## config.mk

```make
export PLATFORM = sky130hd
export DESIGN_NAME = motor_speed_estimator_bemf_ripple_top
export DESIGN_NICKNAME = d
export VERILOG_FILES = /design/src/hw/rtl/msebr_pkg.sv /design/src/hw/rtl/motor_speed_estimator_bemf_ripple_top.sv
export VERILOG_INCLUDE_DIRS = /design/src /design/src/hw/rtl
export SDC_FILE = /design/constraint.sdc
export NUM_CORES = 2
export LEC_CHECK = 0
export BUFFER_PORTS_ARGS = -buffer_cell sky130_fd_sc_hd__buf_2
export CORE_ASPECT_RATIO = 2
export CORE_MARGIN = 3
export CORE_UTILIZATION = 35
export DETAILED_ROUTE_END_ITERATION = 8
export HOLD_SLACK_MARGIN = 0.15
export REMOVE_ABC_BUFFERS = 1
export SYNTH_ARGS = -nofsm -noshare
export SYNTH_HDL_FRONTEND = slang
export SYNTH_SLANG_ARGS = --single-unit
```

## constraint.sdc

```tcl
create_clock -name clock -period 19.8 [get_ports clock]
set_clock_uncertainty 0.15 [all_clocks]
set_input_delay 3.96 -clock clock [delete_from_list [all_inputs] [get_ports clock]]
set_output_delay 3.96 -clock clock [all_outputs]
set_load 0.02 [all_outputs]
```

## src/hw/rtl/motor_speed_estimator_bemf_ripple_top_macros.svh

```systemverilog
// assertion macros for the motor speed estimator
// no dependencies; included by files that carry concurrent assertions
`ifndef MOTOR_SPEED_ESTIMATOR_BEMF_RIPPLE_TOP_MACROS_SVH
`define MOTOR_SPEED_ESTIMATOR_BEMF_RIPPLE_TOP_MACROS_SVH
`ifndef SYNTHESIS
`define MSEBR_ASSERT(lbl, prop, msg) \
   lbl: assert property (@(posedge clock) disable iff (reset) prop) else $error(msg);
`define MSEBR_ASSERT_NEVER(lbl, cond, msg) \
   lbl: assert property (@(posedge clock) disable iff (reset) !(cond)) else $error(msg);
`else
`define MSEBR_ASSERT(lbl, prop, msg)
`define MSEBR_ASSERT_NEVER(lbl, cond, msg)
`endif
`endif

```

## src/hw/rtl/msebr_pkg.sv

```systemverilog
// shared constants and codes for the motor speed estimator
// no dependencies
package msebr_pkg;

   localparam int FILTER_FRAC_BITS_DEF = 24;

   // field widths
   localparam int MV_W    = 15;
   localparam int MA_W    = 14;
   localparam int FQ_W    = 18;
   localparam int POLE_W  = 8;
   localparam int SEED_W  = 20;
   localparam int SPEED_W = 16;
   localparam int BEMF_W  = 15;

   // internal widths
   localparam int NUM_W  = 22;  // ripple freq times 15
   localparam int DEN_W  = 11;  // eight times pole count
   localparam int UV_W   = 25;  // millivolts times 1000
   localparam int DROP_W = 35;  // current times resistance in microvolts
   localparam int EB_W   = 36;  // signed back-emf
   localparam int KN_W   = 36;  // back-emf times den

   localparam int CSR_IDX_W = 2;

   typedef enum logic [CSR_IDX_W-1:0] {
      CSR_POLE_COUNT = 2'd0,
      CSR_RES_SEED   = 2'd1,
      CSR_KE_SEED    = 2'd2
   } csr_index_type;

   localparam logic [POLE_W-1:0] POLE_RESET = 8'd5;
   localparam logic [SEED_W-1:0] RES_RESET  = 20'd20000;
   localparam logic [SEED_W-1:0] KE_RESET   = 20'd15000;

endpackage

```

## src/hw/rtl/motor_speed_estimator_bemf_ripple_top.sv

```systemverilog
// motor speed estimator fusing commutator ripple and back-emf
// depends on msebr_pkg and motor_speed_estimator_bemf_ripple_top_macros.svh
//
// usage
//   request channel req_*: applied voltage, average current and ripple
//   frequency; a request is taken when req_valid is high and req_stall low
//   result channel rsp_*: speed, back-emf, learned resistance and ke, source
//   flag and stall flag; one result per request, held while rsp_stall is high
//   csr channel: index 0 pole count, 1 resistance seed, 2 ke seed; a zero
//   write is ignored, seed writes reload the learned filter
// sequencing
//   one request at a time; req_stall is high while the sequencer works
//   every division, filter step and the back-emf scaling to millivolts
//   goes through one restoring divider, one quotient bit per cycle; a
//   request that learns resistance or ke makes extra divider passes
// reset
//   synchronous, active high; restores pole count 5, resistance 20000 mohm,
//   ke 15000 uv/rpm, speed zero and the source flag to back-emf
// stall
//   a finished result waits in the output register; a new request may be
//   taken meanwhile, its result waits in the sequencer until the old one leaves
`include "motor_speed_estimator_bemf_ripple_top_macros.svh"

module motor_speed_estimator_bemf_ripple_top
   import msebr_pkg::*;
#(
   parameter int FILTER_FRAC_BITS = FILTER_FRAC_BITS_DEF
) (
   input  logic                 clock,
   input  logic                 reset,
   // request channel
   input  logic                 req_valid,
   output logic                 req_stall,
   input  logic [MV_W-1:0]      req_applied_mv,
   input  logic [MA_W-1:0]      req_current_ma,
   input  logic [FQ_W-1:0]      req_ripple_freq_q4,
   // result channel
   output logic                 rsp_valid,
   input  logic                 rsp_stall,
   output logic [SPEED_W-1:0]   rsp_speed_rpm,
   output logic [BEMF_W-1:0]    rsp_bemf_mv,
   output logic [SEED_W-1:0]    rsp_resistance_mohm,
   output logic [SEED_W-1:0]    rsp_ke_out_uv_per_rpm,
   output logic                 rsp_used_ripple,
   output logic                 rsp_stalled,
   // csr write channel
   input  logic                 csr_valid,
   output logic                 csr_ready,
   input  logic [CSR_IDX_W-1:0] csr_index,
   input  logic [SEED_W-1:0]    csr_wdata
);

   localparam int F  = FILTER_FRAC_BITS;
   localparam int YW = SEED_W + F;          // filter state width
   localparam int AW = UV_W + 2 * F;        // dividend and quotient width
   localparam int DW = YW;                  // divisor width
   localparam int CW = $clog2(AW + 1);      // divider step counter width
   localparam int MW = (F > SEED_W) ? F : SEED_W;
   localparam int PW = UV_W + MW;           // multiplier product
   localparam int RW = UV_W + F;            // back-emf rpm quotient

   localparam logic [RW-1:0] CAP_Q   = RW'(65535) << F;
   localparam logic [RW-1:0] FLOOR_Q = RW'(200) << F;
   localparam logic [YW-1:0] STALL_Q = YW'(20) << F;

   typedef enum logic [4:0] {
      ST_IDLE,
      ST_DIV,
      ST_RIP_DONE,
      ST_RES_DONE,
      ST_DROP_A,
      ST_DROP_B,
      ST_DROP_C,
      ST_KE_EB,
      ST_KE_RANGE,
      ST_KE_DONE,
      ST_BEMF_CALC,
      ST_BEMF_Q,
      ST_SEL,
      ST_SM_START,
      ST_SM_APPLY,
      ST_FINISH
   } state_type;

   typedef enum logic [1:0] {
      TGT_RES,
      TGT_KE,
      TGT_SPEED
   } tgt_type;

   // control state
   state_type state_ff, state_in, ret_ff, ret_in;
   tgt_type sm_tgt_ff, sm_tgt_in;
   logic [CW-1:0] cnt_ff, cnt_in;
   logic [POLE_W-1:0] pole_ff, pole_in;
   logic [YW-1:0] res_ff, res_in, ke_ff, ke_in, speed_ff, speed_in;
   logic rip_sel_ff, rip_sel_in;
   logic drop_ke_ff, drop_ke_in;
   logic rsp_valid_ff, rsp_valid_in;

   // datapath
   logic [AW-1:0] dq_ff, dq_in;
   logic [DW-1:0] rem_ff, rem_in, dsr_ff, dsr_in;
   logic [MV_W-1:0] mv_ff, mv_in;
   logic [MA_W-1:0] ma_ff, ma_in;
   logic [NUM_W-1:0] num_ff, num_in;
   logic [YW-1:0] rip_q_ff, rip_q_in, sm_x_ff, sm_x_in;
   logic sm_neg_ff, sm_neg_in;
   logic [PW-1:0] prod_ff, prod_in;
   logic [DROP_W-1:0] p1_ff, p1_in, drop_ff, drop_in;
   logic [UV_W-1:0] bemf_ff, bemf_in;
   logic [BEMF_W-1:0] bemf_mv_ff, bemf_mv_in;
   logic [SPEED_W-1:0] o_speed_ff, o_speed_in;
   logic [BEMF_W-1:0] o_bemf_ff, o_bemf_in;
   logic [SEED_W-1:0] o_res_ff, o_res_in, o_ke_ff, o_ke_in;
   logic o_used_ff, o_used_in, o_stall_ff, o_stall_in;

   // combinational helpers
   logic [DEN_W-1:0] den;
   logic [NUM_W-1:0] req_num;
   logic [UV_W-1:0] mv_k;
   logic [DW:0] rem_sh, rem_sub;
   logic rem_ge;
   logic [UV_W-1:0] mul_a;
   logic [MW-1:0] mul_b;
   logic [PW-1:0] mul_p;
   logic signed [EB_W-1:0] eb;
   logic [UV_W-1:0] bemf_cur;
   logic [YW-1:0] sm_y, sm_q, sm_new;
   logic [YW:0] sm_diff;
   logic [YW-1:0] sm_mag;
   logic [DW-1:0] sm_div;
   logic [KN_W-1:0] kn;
   logic [RW-1:0] brpm, raw;
   logic win, r_learn, k_go, valid_rip, rip_hi, rip_lo;

   assign den     = {pole_ff, 3'b000};
   assign req_num = NUM_W'(req_ripple_freq_q4) * NUM_W'(15);
   assign mv_k    = UV_W'(mv_ff) * UV_W'(1000);

   // shared restoring divider step
   assign rem_sh  = {rem_ff, dq_ff[AW-1]};
   assign rem_ge  = rem_sh >= {1'b0, dsr_ff};
   assign rem_sub = rem_sh - {1'b0, dsr_ff};

   // shared multiplier
   assign mul_p = mul_a * mul_b;

   assign eb = $signed(EB_W'(mv_k)) - $signed(EB_W'(drop_ff));
   assign bemf_cur = ((mv_ff < MV_W'(100)) || ((ma_ff < MA_W'(150)) && (mv_ff < MV_W'(3000)))
                      || eb[EB_W-1]) ? '0 : eb[UV_W-1:0];

   assign win     = (mv_ff > MV_W'(280)) && (mv_ff < MV_W'(1400));
   assign r_learn = (ma_ff > MA_W'(100)) && win
                    && (20'(mv_ff) > (20'(ma_ff) << 3))
                    && (20'(mv_ff) < 20'(ma_ff) * 20'd60);
   assign k_go    = (ma_ff > MA_W'(100)) && !win
                    && (32'(num_ff) > 32'(den) * 32'd1000)
                    && (mv_ff > MV_W'(5000));

   assign valid_rip = (num_ff != '0) && (ma_ff > MA_W'(350)) && (mv_ff > MV_W'(3000));
   assign rip_hi    = 32'(num_ff) > 32'(den) * 32'd1200;
   assign rip_lo    = 32'(num_ff) < 32'(den) * 32'd1000;

   assign kn   = prod_ff[KN_W-1:0];
   assign brpm = dq_ff[RW-1:0];

   // filter smoothing operands
   always_comb begin
      case (sm_tgt_ff)
         TGT_RES: begin
            sm_y   = res_ff;
            sm_div = DW'(500);
         end
         TGT_KE: begin
            sm_y   = ke_ff;
            sm_div = DW'(1000);
         end
         default: begin
            sm_y   = speed_ff;
            sm_div = DW'(10);
         end
      endcase
   end

   assign sm_diff = {1'b0, sm_x_ff} - {1'b0, sm_y};
   assign sm_mag  = sm_diff[YW] ? YW'(~sm_diff + 1'b1) : sm_diff[YW-1:0];
   assign sm_q    = dq_ff[YW-1:0];
   assign sm_new  = sm_neg_ff ? (sm_y - sm_q) : (sm_y + sm_q);

   // source selection with hysteresis, cap and low-speed floor
   always_comb begin
      rip_sel_in = rip_sel_ff;
      if (valid_rip && rip_hi) begin
         raw        = RW'(rip_q_ff);
         rip_sel_in = 1'b1;
      end else if (!valid_rip || rip_lo) begin
         raw        = brpm;
         rip_sel_in = 1'b0;
      end else begin
         raw = rip_sel_ff ? RW'(rip_q_ff) : brpm;
      end
      if (raw > CAP_Q) begin
         raw = CAP_Q;
      end
      if (!valid_rip && (mv_ff < MV_W'(3000)) && (raw < FLOOR_Q)) begin
         raw = '0;
      end
   end

   assign req_stall = (state_ff != ST_IDLE);
   assign csr_ready = (state_ff == ST_IDLE);

   // sequencer next state
   always_comb begin
      state_in     = state_ff;
      ret_in       = ret_ff;
      cnt_in       = cnt_ff;
      dq_in        = dq_ff;
      rem_in       = rem_ff;
      dsr_in       = dsr_ff;
      pole_in      = pole_ff;
      res_in       = res_ff;
      ke_in        = ke_ff;
      speed_in     = speed_ff;
      drop_ke_in   = drop_ke_ff;
      sm_tgt_in    = sm_tgt_ff;
      sm_x_in      = sm_x_ff;
      sm_neg_in    = sm_neg_ff;
      mv_in        = mv_ff;
      ma_in        = ma_ff;
      num_in       = num_ff;
      rip_q_in     = rip_q_ff;
      prod_in      = prod_ff;
      p1_in        = p1_ff;
      drop_in      = drop_ff;
      bemf_in      = bemf_ff;
      bemf_mv_in   = bemf_mv_ff;
      o_speed_in   = o_speed_ff;
      o_bemf_in    = o_bemf_ff;
      o_res_in     = o_res_ff;
      o_ke_in      = o_ke_ff;
      o_used_in    = o_used_ff;
      o_stall_in   = o_stall_ff;
      rsp_valid_in = rsp_valid_ff && rsp_stall;
      mul_a        = '0;
      mul_b        = '0;

      unique case (state_ff)
         ST_IDLE: begin
            if (csr_valid) begin
               case (csr_index)
                  CSR_POLE_COUNT: begin
                     if (csr_wdata[POLE_W-1:0] != '0) begin
                        pole_in = csr_wdata[POLE_W-1:0];
                     end
                  end
                  CSR_RES_SEED: begin
                     if (csr_wdata != '0) begin
                        res_in = {csr_wdata, F'(0)};
                     end
                  end
                  CSR_KE_SEED: begin
                     if (csr_wdata != '0) begin
                        ke_in = {csr_wdata, F'(0)};
                     end
                  end
                  default: ;
               endcase
            end
            if (req_valid) begin
               mv_in    = req_applied_mv;
               ma_in    = req_current_ma;
               num_in   = req_num;
               dq_in    = AW'(req_num) << (AW - NUM_W);
               rem_in   = '0;
               dsr_in   = DW'(den);
               cnt_in   = CW'(NUM_W + F);
               ret_in   = ST_RIP_DONE;
               state_in = ST_DIV;
            end
         end
         ST_DIV: begin
            rem_in = rem_ge ? rem_sub[DW-1:0] : rem_sh[DW-1:0];
            dq_in  = {dq_ff[AW-2:0], rem_ge};
            cnt_in = cnt_ff - 1'b1;
            if (cnt_ff == CW'(1)) begin
               state_in = ret_ff;
            end
         end
         ST_RIP_DONE: begin
            rip_q_in = dq_ff[YW-1:0];
            if (r_learn) begin
               // instant resistance: mv * 1000 / ma
               dq_in    = AW'(mv_k) << (AW - UV_W);
               rem_in   = '0;
               dsr_in   = DW'(ma_ff);
               cnt_in   = CW'(UV_W + F);
               ret_in   = ST_RES_DONE;
               state_in = ST_DIV;
            end else begin
               drop_ke_in = k_go;
               state_in   = ST_DROP_A;
            end
         end
         ST_RES_DONE: begin
            sm_x_in   = dq_ff[YW-1:0];
            sm_tgt_in = TGT_RES;
            state_in  = ST_SM_START;
         end
         ST_DROP_A: begin
            mul_a    = UV_W'(ma_ff);
            mul_b    = MW'(res_ff[YW-1:F]);
            prod_in  = mul_p;
            state_in = ST_DROP_B;
         end
         ST_DROP_B: begin
            p1_in    = prod_ff[DROP_W-1:0];
            mul_a    = UV_W'(ma_ff);
            mul_b    = MW'(res_ff[F-1:0]);
            prod_in  = mul_p;
            state_in = ST_DROP_C;
         end
         ST_DROP_C: begin
            drop_in  = p1_ff + DROP_W'(prod_ff >> F);
            state_in = drop_ke_ff ? ST_KE_EB : ST_BEMF_CALC;
         end
         ST_KE_EB: begin
            drop_ke_in = 1'b0;
            if (eb > $signed(EB_W'(1500000))) begin
               mul_a    = eb[UV_W-1:0];
               mul_b    = MW'(den);
               prod_in  = mul_p;
               state_in = ST_KE_RANGE;
            end else begin
               state_in = ST_DROP_A;
            end
         end
         ST_KE_RANGE: begin
            if ((kn > KN_W'(num_ff) * KN_W'(500)) && (kn < KN_W'(num_ff) * KN_W'(10000))) begin
               dq_in    = AW'(kn) << (AW - KN_W);
               rem_in   = '0;
               dsr_in   = DW'(num_ff);
               cnt_in   = CW'(KN_W + F);
               ret_in   = ST_KE_DONE;
               state_in = ST_DIV;
            end else begin
               state_in = ST_DROP_A;
            end
         end
         ST_KE_DONE: begin
            sm_x_in   = dq_ff[YW-1:0];
            sm_tgt_in = TGT_KE;
            state_in  = ST_SM_START;
         end
         ST_BEMF_CALC: begin
            bemf_in  = bemf_cur;
            dq_in    = AW'(bemf_cur) << (AW - UV_W);
            rem_in   = '0;
            dsr_in   = DW'(1000);
            cnt_in   = CW'(UV_W);
            ret_in   = ST_BEMF_Q;
            state_in = ST_DIV;
         end
         ST_BEMF_Q: begin
            // bemf rpm: bemf * 2^2f / ke
            bemf_mv_in = dq_ff[BEMF_W-1:0];
            dq_in      = AW'(bemf_ff) << (AW - UV_W);
            rem_in     = '0;
            dsr_in     = ke_ff;
            cnt_in     = CW'(AW);
            ret_in     = ST_SEL;
            state_in   = ST_DIV;
         end
         ST_SEL: begin
            sm_x_in   = raw[YW-1:0];
            sm_tgt_in = TGT_SPEED;
            state_in  = ST_SM_START;
         end
         ST_SM_START: begin
            sm_neg_in = sm_diff[YW];
            dq_in     = AW'(sm_mag) << (AW - YW);
            rem_in    = '0;
            dsr_in    = sm_div;
            cnt_in    = CW'(YW);
            ret_in    = ST_SM_APPLY;
            state_in  = ST_DIV;
         end
         ST_SM_APPLY: begin
            case (sm_tgt_ff)
               TGT_RES: begin
                  res_in     = sm_new;
                  drop_ke_in = 1'b0;
                  state_in   = ST_DROP_A;
               end
               TGT_KE: begin
                  ke_in      = sm_new;
                  drop_ke_in = 1'b0;
                  state_in   = ST_DROP_A;
               end
               default: begin
                  speed_in = (mv_ff < MV_W'(10)) ? '0 : sm_new;
                  state_in = ST_FINISH;
               end
            endcase
         end
         ST_FINISH: begin
            if (!rsp_valid_ff || !rsp_stall) begin
               o_speed_in   = speed_ff[F+SPEED_W-1:F];
               o_bemf_in    = bemf_mv_ff;
               o_res_in     = res_ff[YW-1:F];
               o_ke_in      = ke_ff[YW-1:F];
               o_used_in    = rip_sel_ff;
               o_stall_in   = (mv_ff > MV_W'(3500)) && (speed_ff < STALL_Q);
               rsp_valid_in = 1'b1;
               state_in     = ST_IDLE;
            end
         end
         default: state_in = ST_IDLE;
      endcase
   end

   always_ff @(posedge clock) begin
      dq_ff      <= dq_in;
      rem_ff     <= rem_in;
      dsr_ff     <= dsr_in;
      cnt_ff     <= cnt_in;
      mv_ff      <= mv_in;
      ma_ff      <= ma_in;
      num_ff     <= num_in;
      rip_q_ff   <= rip_q_in;
      sm_x_ff    <= sm_x_in;
      sm_neg_ff  <= sm_neg_in;
      prod_ff    <= prod_in;
      p1_ff      <= p1_in;
      drop_ff    <= drop_in;
      bemf_ff    <= bemf_in;
      bemf_mv_ff <= bemf_mv_in;
      o_speed_ff <= o_speed_in;
      o_bemf_ff  <= o_bemf_in;
      o_res_ff   <= o_res_in;
      o_ke_ff    <= o_ke_in;
      o_used_ff  <= o_used_in;
      o_stall_ff <= o_stall_in;
      if (reset) begin
         state_ff     <= ST_IDLE;
         ret_ff       <= ST_IDLE;
         sm_tgt_ff    <= TGT_RES;
         drop_ke_ff   <= 1'b0;
         pole_ff      <= POLE_RESET;
         res_ff       <= {RES_RESET, F'(0)};
         ke_ff        <= {KE_RESET, F'(0)};
         speed_ff     <= '0;
         rip_sel_ff   <= 1'b0;
         rsp_valid_ff <= 1'b0;
      end else begin
         state_ff     <= state_in;
         ret_ff       <= ret_in;
         sm_tgt_ff    <= sm_tgt_in;
         drop_ke_ff   <= drop_ke_in;
         pole_ff      <= pole_in;
         res_ff       <= res_in;
         ke_ff        <= ke_in;
         speed_ff     <= speed_in;
         // source flag only moves in the select step
         rip_sel_ff   <= (state_ff == ST_SEL) ? rip_sel_in : rip_sel_ff;
         rsp_valid_ff <= rsp_valid_in;
      end
   end

   assign rsp_valid             = rsp_valid_ff;
   assign rsp_speed_rpm         = o_speed_ff;
   assign rsp_bemf_mv           = o_bemf_ff;
   assign rsp_resistance_mohm   = o_res_ff;
   assign rsp_ke_out_uv_per_rpm = o_ke_ff;
   assign rsp_used_ripple       = o_used_ff;
   assign rsp_stalled           = o_stall_ff;

   `MSEBR_ASSERT(a_accept_starts, (req_valid && !req_stall) |=> (state_ff != ST_IDLE), "request accepted but sequencer idle")
   `MSEBR_ASSERT(a_div_count, (state_ff == ST_DIV) |-> (cnt_ff != '0), "divider running with zero count")
   `MSEBR_ASSERT(a_ke_floor, ke_ff >= (YW'(1) << F), "learned ke below one")
   `MSEBR_ASSERT_NEVER(a_speed_cap, speed_ff > (YW'(65535) << F), "speed filter above cap")

endmodule
```

==> flow_summary.yaml <==
outcome:
  outcome: "completed"
synthesis:
  synthFlopType: "edfxtp_1"
  avgSynthCellArea_um2: 9.54
  ys_ff_latch: 693
  async_flop_share_pct: 0
  ys_types: 102
  synth_edf_count: 540
  seq_area_frac_synth_pct: 25.7
  yosys_warnings: 0
  synth_area_mm2: 0.0749
  syn_inst: 7852
clocking:
  numClockSinks: 693
  htreeDepth: 3
  path_clk_slew_ns: 0.07
  post_cts_resized: 0
  clk_path_buf_depth: 3
  clkLatencyLatePin_ns: 0.68
  tritoncts: "done"
  cts_hold_buf: 0
  cts_made_buffers: 70
  cts_root_buffer: "clkbuf_16"
  cts_setup_buffers: 0
hold_path:
  hp-start: "bemf_mv_ff[2]"
  whs_path_depth: 0
  hp-class: "flop to flop"
  min_to: "rsp_bemf_mv[2]"
die:
  initial_core_util_pct: 35.3
  core_mm2: 0.212
  dieArea_mm2: 0.220
  die_w_um: 333
  rows: 239
  pin_count: 150
  fp.dieH_um: 660
route:
  drt_wl_total_um: 293000
  wl_per_cell_um: 26.6
  ant_nets: 0
  first_pass_iters: 7
  drt_iter0_markers: 4012
  drc: 0
  via_count: 60500
  via_per_inst: 5.50
layout:
  fillers: 21300
  synthToLayoutAreaGrowth_pct: 10.1
  stdcell_area_mm2: 0.0825
  multiInputGateArea_mm2: 0.0508
  seqCellArea_mm2: 0.0193
  final_net_count: 9831
  drive_above_1_share_pct: 6.21
power:
  p_per_area_mw_per_mm2: 205
  ir_worst_vdd_v: 0.000455
  p_leak_nw: 37.1
  p_total_mw: 16.9
critical_path:
  r2r-start: "mv_ff[4]"
  path_buf_inv: 10
  reg2reg_slack_ns: 1.81
  end_kind: "flop"
  cp_top_family: "adder cells"
  start_kind: "flop"
  cp_slowest_cell: "a22o_1"
  path_class: "flop to flop"
  r2r-end: "prod_ff[40]"
  crit_fanout: 45
  crit_top_cell: "fa_1"
  reg2reg_depth: 53
  slowest_delay_ns: 0.89
  worstPathRequired_ns: 20.04
  cp.arrival_ns: 18.23
timing:
  finalCritPeriodShare_pct: 90.8
  final_hold_viol_count: 0
  max_slew_margin_pct: 3.82
  rsz0062_at_grt: "no"
  period_needed_ns: 17.99
  tightest_slew_ns: 1.43
  setup_viol: 0
  slew_viol_final: 0
  setup_tns_ns: 0
  fmax_mhz: 55.6
global_routing:
  grt_use_met2_pct: 48.6
  top_usage_layer: "met2"
  met3_usage_pct: 3.64
  gr-usage-all-layers_pct: 26.4
  use_met1_pct: 24.2
  grt_first_pass_wirelength_um: 424000
  grt_max_degree: 73
  antenna_found_initial: 24
  grt_pass1_vias: 63800
  gr-total-overflow: 0
placed_design:
  port_buffers: 149
  finalWeightedCongestion: 0.992
  place_hpwl_um: 241000
  post_dp_cell_area_mm2: 0.0800
job:
  maxCapViolCount: 0
==> per-stage QoR <==
stage          util (%)  setup WS [ns]  hold slack, ns  instances
2_1_floorplan         -           4.27           0.250       7791
3_3_place_gp       37.7           1.95           0.251      10900
3_5_place_dp       37.7           1.97           0.255      10900
4_1_cts            38.8           1.90           0.272      11000
5_1_grt            38.8           1.20           0.277      11000
6_report           38.8           1.81           0.265      11000
==> placed cells by master, fill, tap and decap left out, types with 151 or more instances in the layout <==
cell type	n
a21o_1	162
a21oi_1	445
conb_1	176
dfxtp_1	151
edfxtp_1	540
fa_1	756
ha_1	849
inv_1	1255
nand2_1	667
nor2_1	526
o21ai_0	339
xnor2_1	257
==> metal layers <==
| layer | wire length [µm] | vias up |
|---|---|---|
| li1 | - | 27100 |
| met1 | 90100 | 30200 |
| met2 | 152000 | 2154 |
| met3 | 14100 | 972 |
| met4 | 36300 | 14 |
| met5 | 96 | - |
==> cell families after synthesis <==
group | Yosys count | synth area share, %
simple gates | 1955 | 12.2
compound gates | 1611 | 14.1
fa+ha+maj | 1605 | 34.4
buf+inv | 1493 | 7.58
flops | 693 | 25.7
xor+xnor | 383 | 4.48
mux | 110 | 1.48
other cells | 2 | 0.0100
==> Yosys cell counts, drive strengths merged (69+ instances only) <==
| cell type | number | area share [%] |
|---|---|---|
| edfxtp | 540 | 22 |
| nor3 | 107 | 0.74 |
| ha | 849 | 14 |
| inv | 1255 | 6.3 |
| and2 | 94 | 0.79 |
| dfxtp | 153 | 4.1 |
| nand4 | 69 | 0.58 |
| fa | 756 | 20 |
| a21oi | 448 | 3.0 |
| mux2i | 106 | 1.4 |
| clkbuf | 173 | 0.87 |
| and3 | 70 | 0.58 |
| a21o | 162 | 1.6 |
| a22oi | 100 | 1.1 |
| o21ai | 345 | 2.3 |
| xor2 | 126 | 1.5 |
| nor2 | 535 | 2.7 |
| nand3 | 102 | 0.68 |
| xnor2 | 257 | 3.0 |
| nand2 | 669 | 3.4 |
==> worst max-delay path by stage <==
| stage | to | depth (start not counted) | slack (ns) | startpoint |
|---|---|---|---|---|
| 6_report | prod_ff[40] | 53 | 1.81 | mv_ff[4] |
| 4_1_cts | prod_ff[40] | 53 | 1.90 | mv_ff[5] |
| 5_1_grt | prod_ff[40] | 53 | 1.20 | mv_ff[4] |
| 2_1_floorplan | prod_ff[40] | 51 | 4.27 | mv_ff[4] |
| 3_5_place_dp | prod_ff[40] | 53 | 1.97 | mv_ff[5] |
| 3_3_place_gp | prod_ff[40] | 53 | 1.95 | mv_ff[5] |
==> power by group <==
group          switching, mW  internal (mW)
registers              0.157           1.77
logic                   7.98           5.53
clock network          0.658          0.798
total                   8.79           8.10
==> state kept, by name, summed over array words and instances (netlist names), 7 cells and up <==
name                   flops
bemf_ff                   25
bemf_mv_ff                15
cnt_ff                     7
dq_ff                     73
drop_ff                   35
dsr_ff                    44
ke_ff                     44
ma_ff                     14
mv_ff                     15
num_ff                    22
p1_ff                     35
pole_ff                    8
prod_ff                   49
rem_ff                    44
res_ff                    44
rip_q_ff                  44
rsp_bemf_mv               15
rsp_ke_out_uv_per_rpm     20
rsp_resistance_mohm       20
rsp_speed_rpm             16
sm_x_ff                   44
speed_ff                  44
==> area by class of cell <==
class                           count  area share, %
Antenna cell                       21         0.0637
Inverter                         1258           5.73
Clock buffer                       87           2.29
Timing Repair Buffer              289           2.18
Clock inverter                     40          0.604
Tap cell                         2771           4.20
Sequential cell                   693           23.4
Multi-Input combinational cell   5840           61.6
Note: power is estimated with default switching activity, not from simulation.
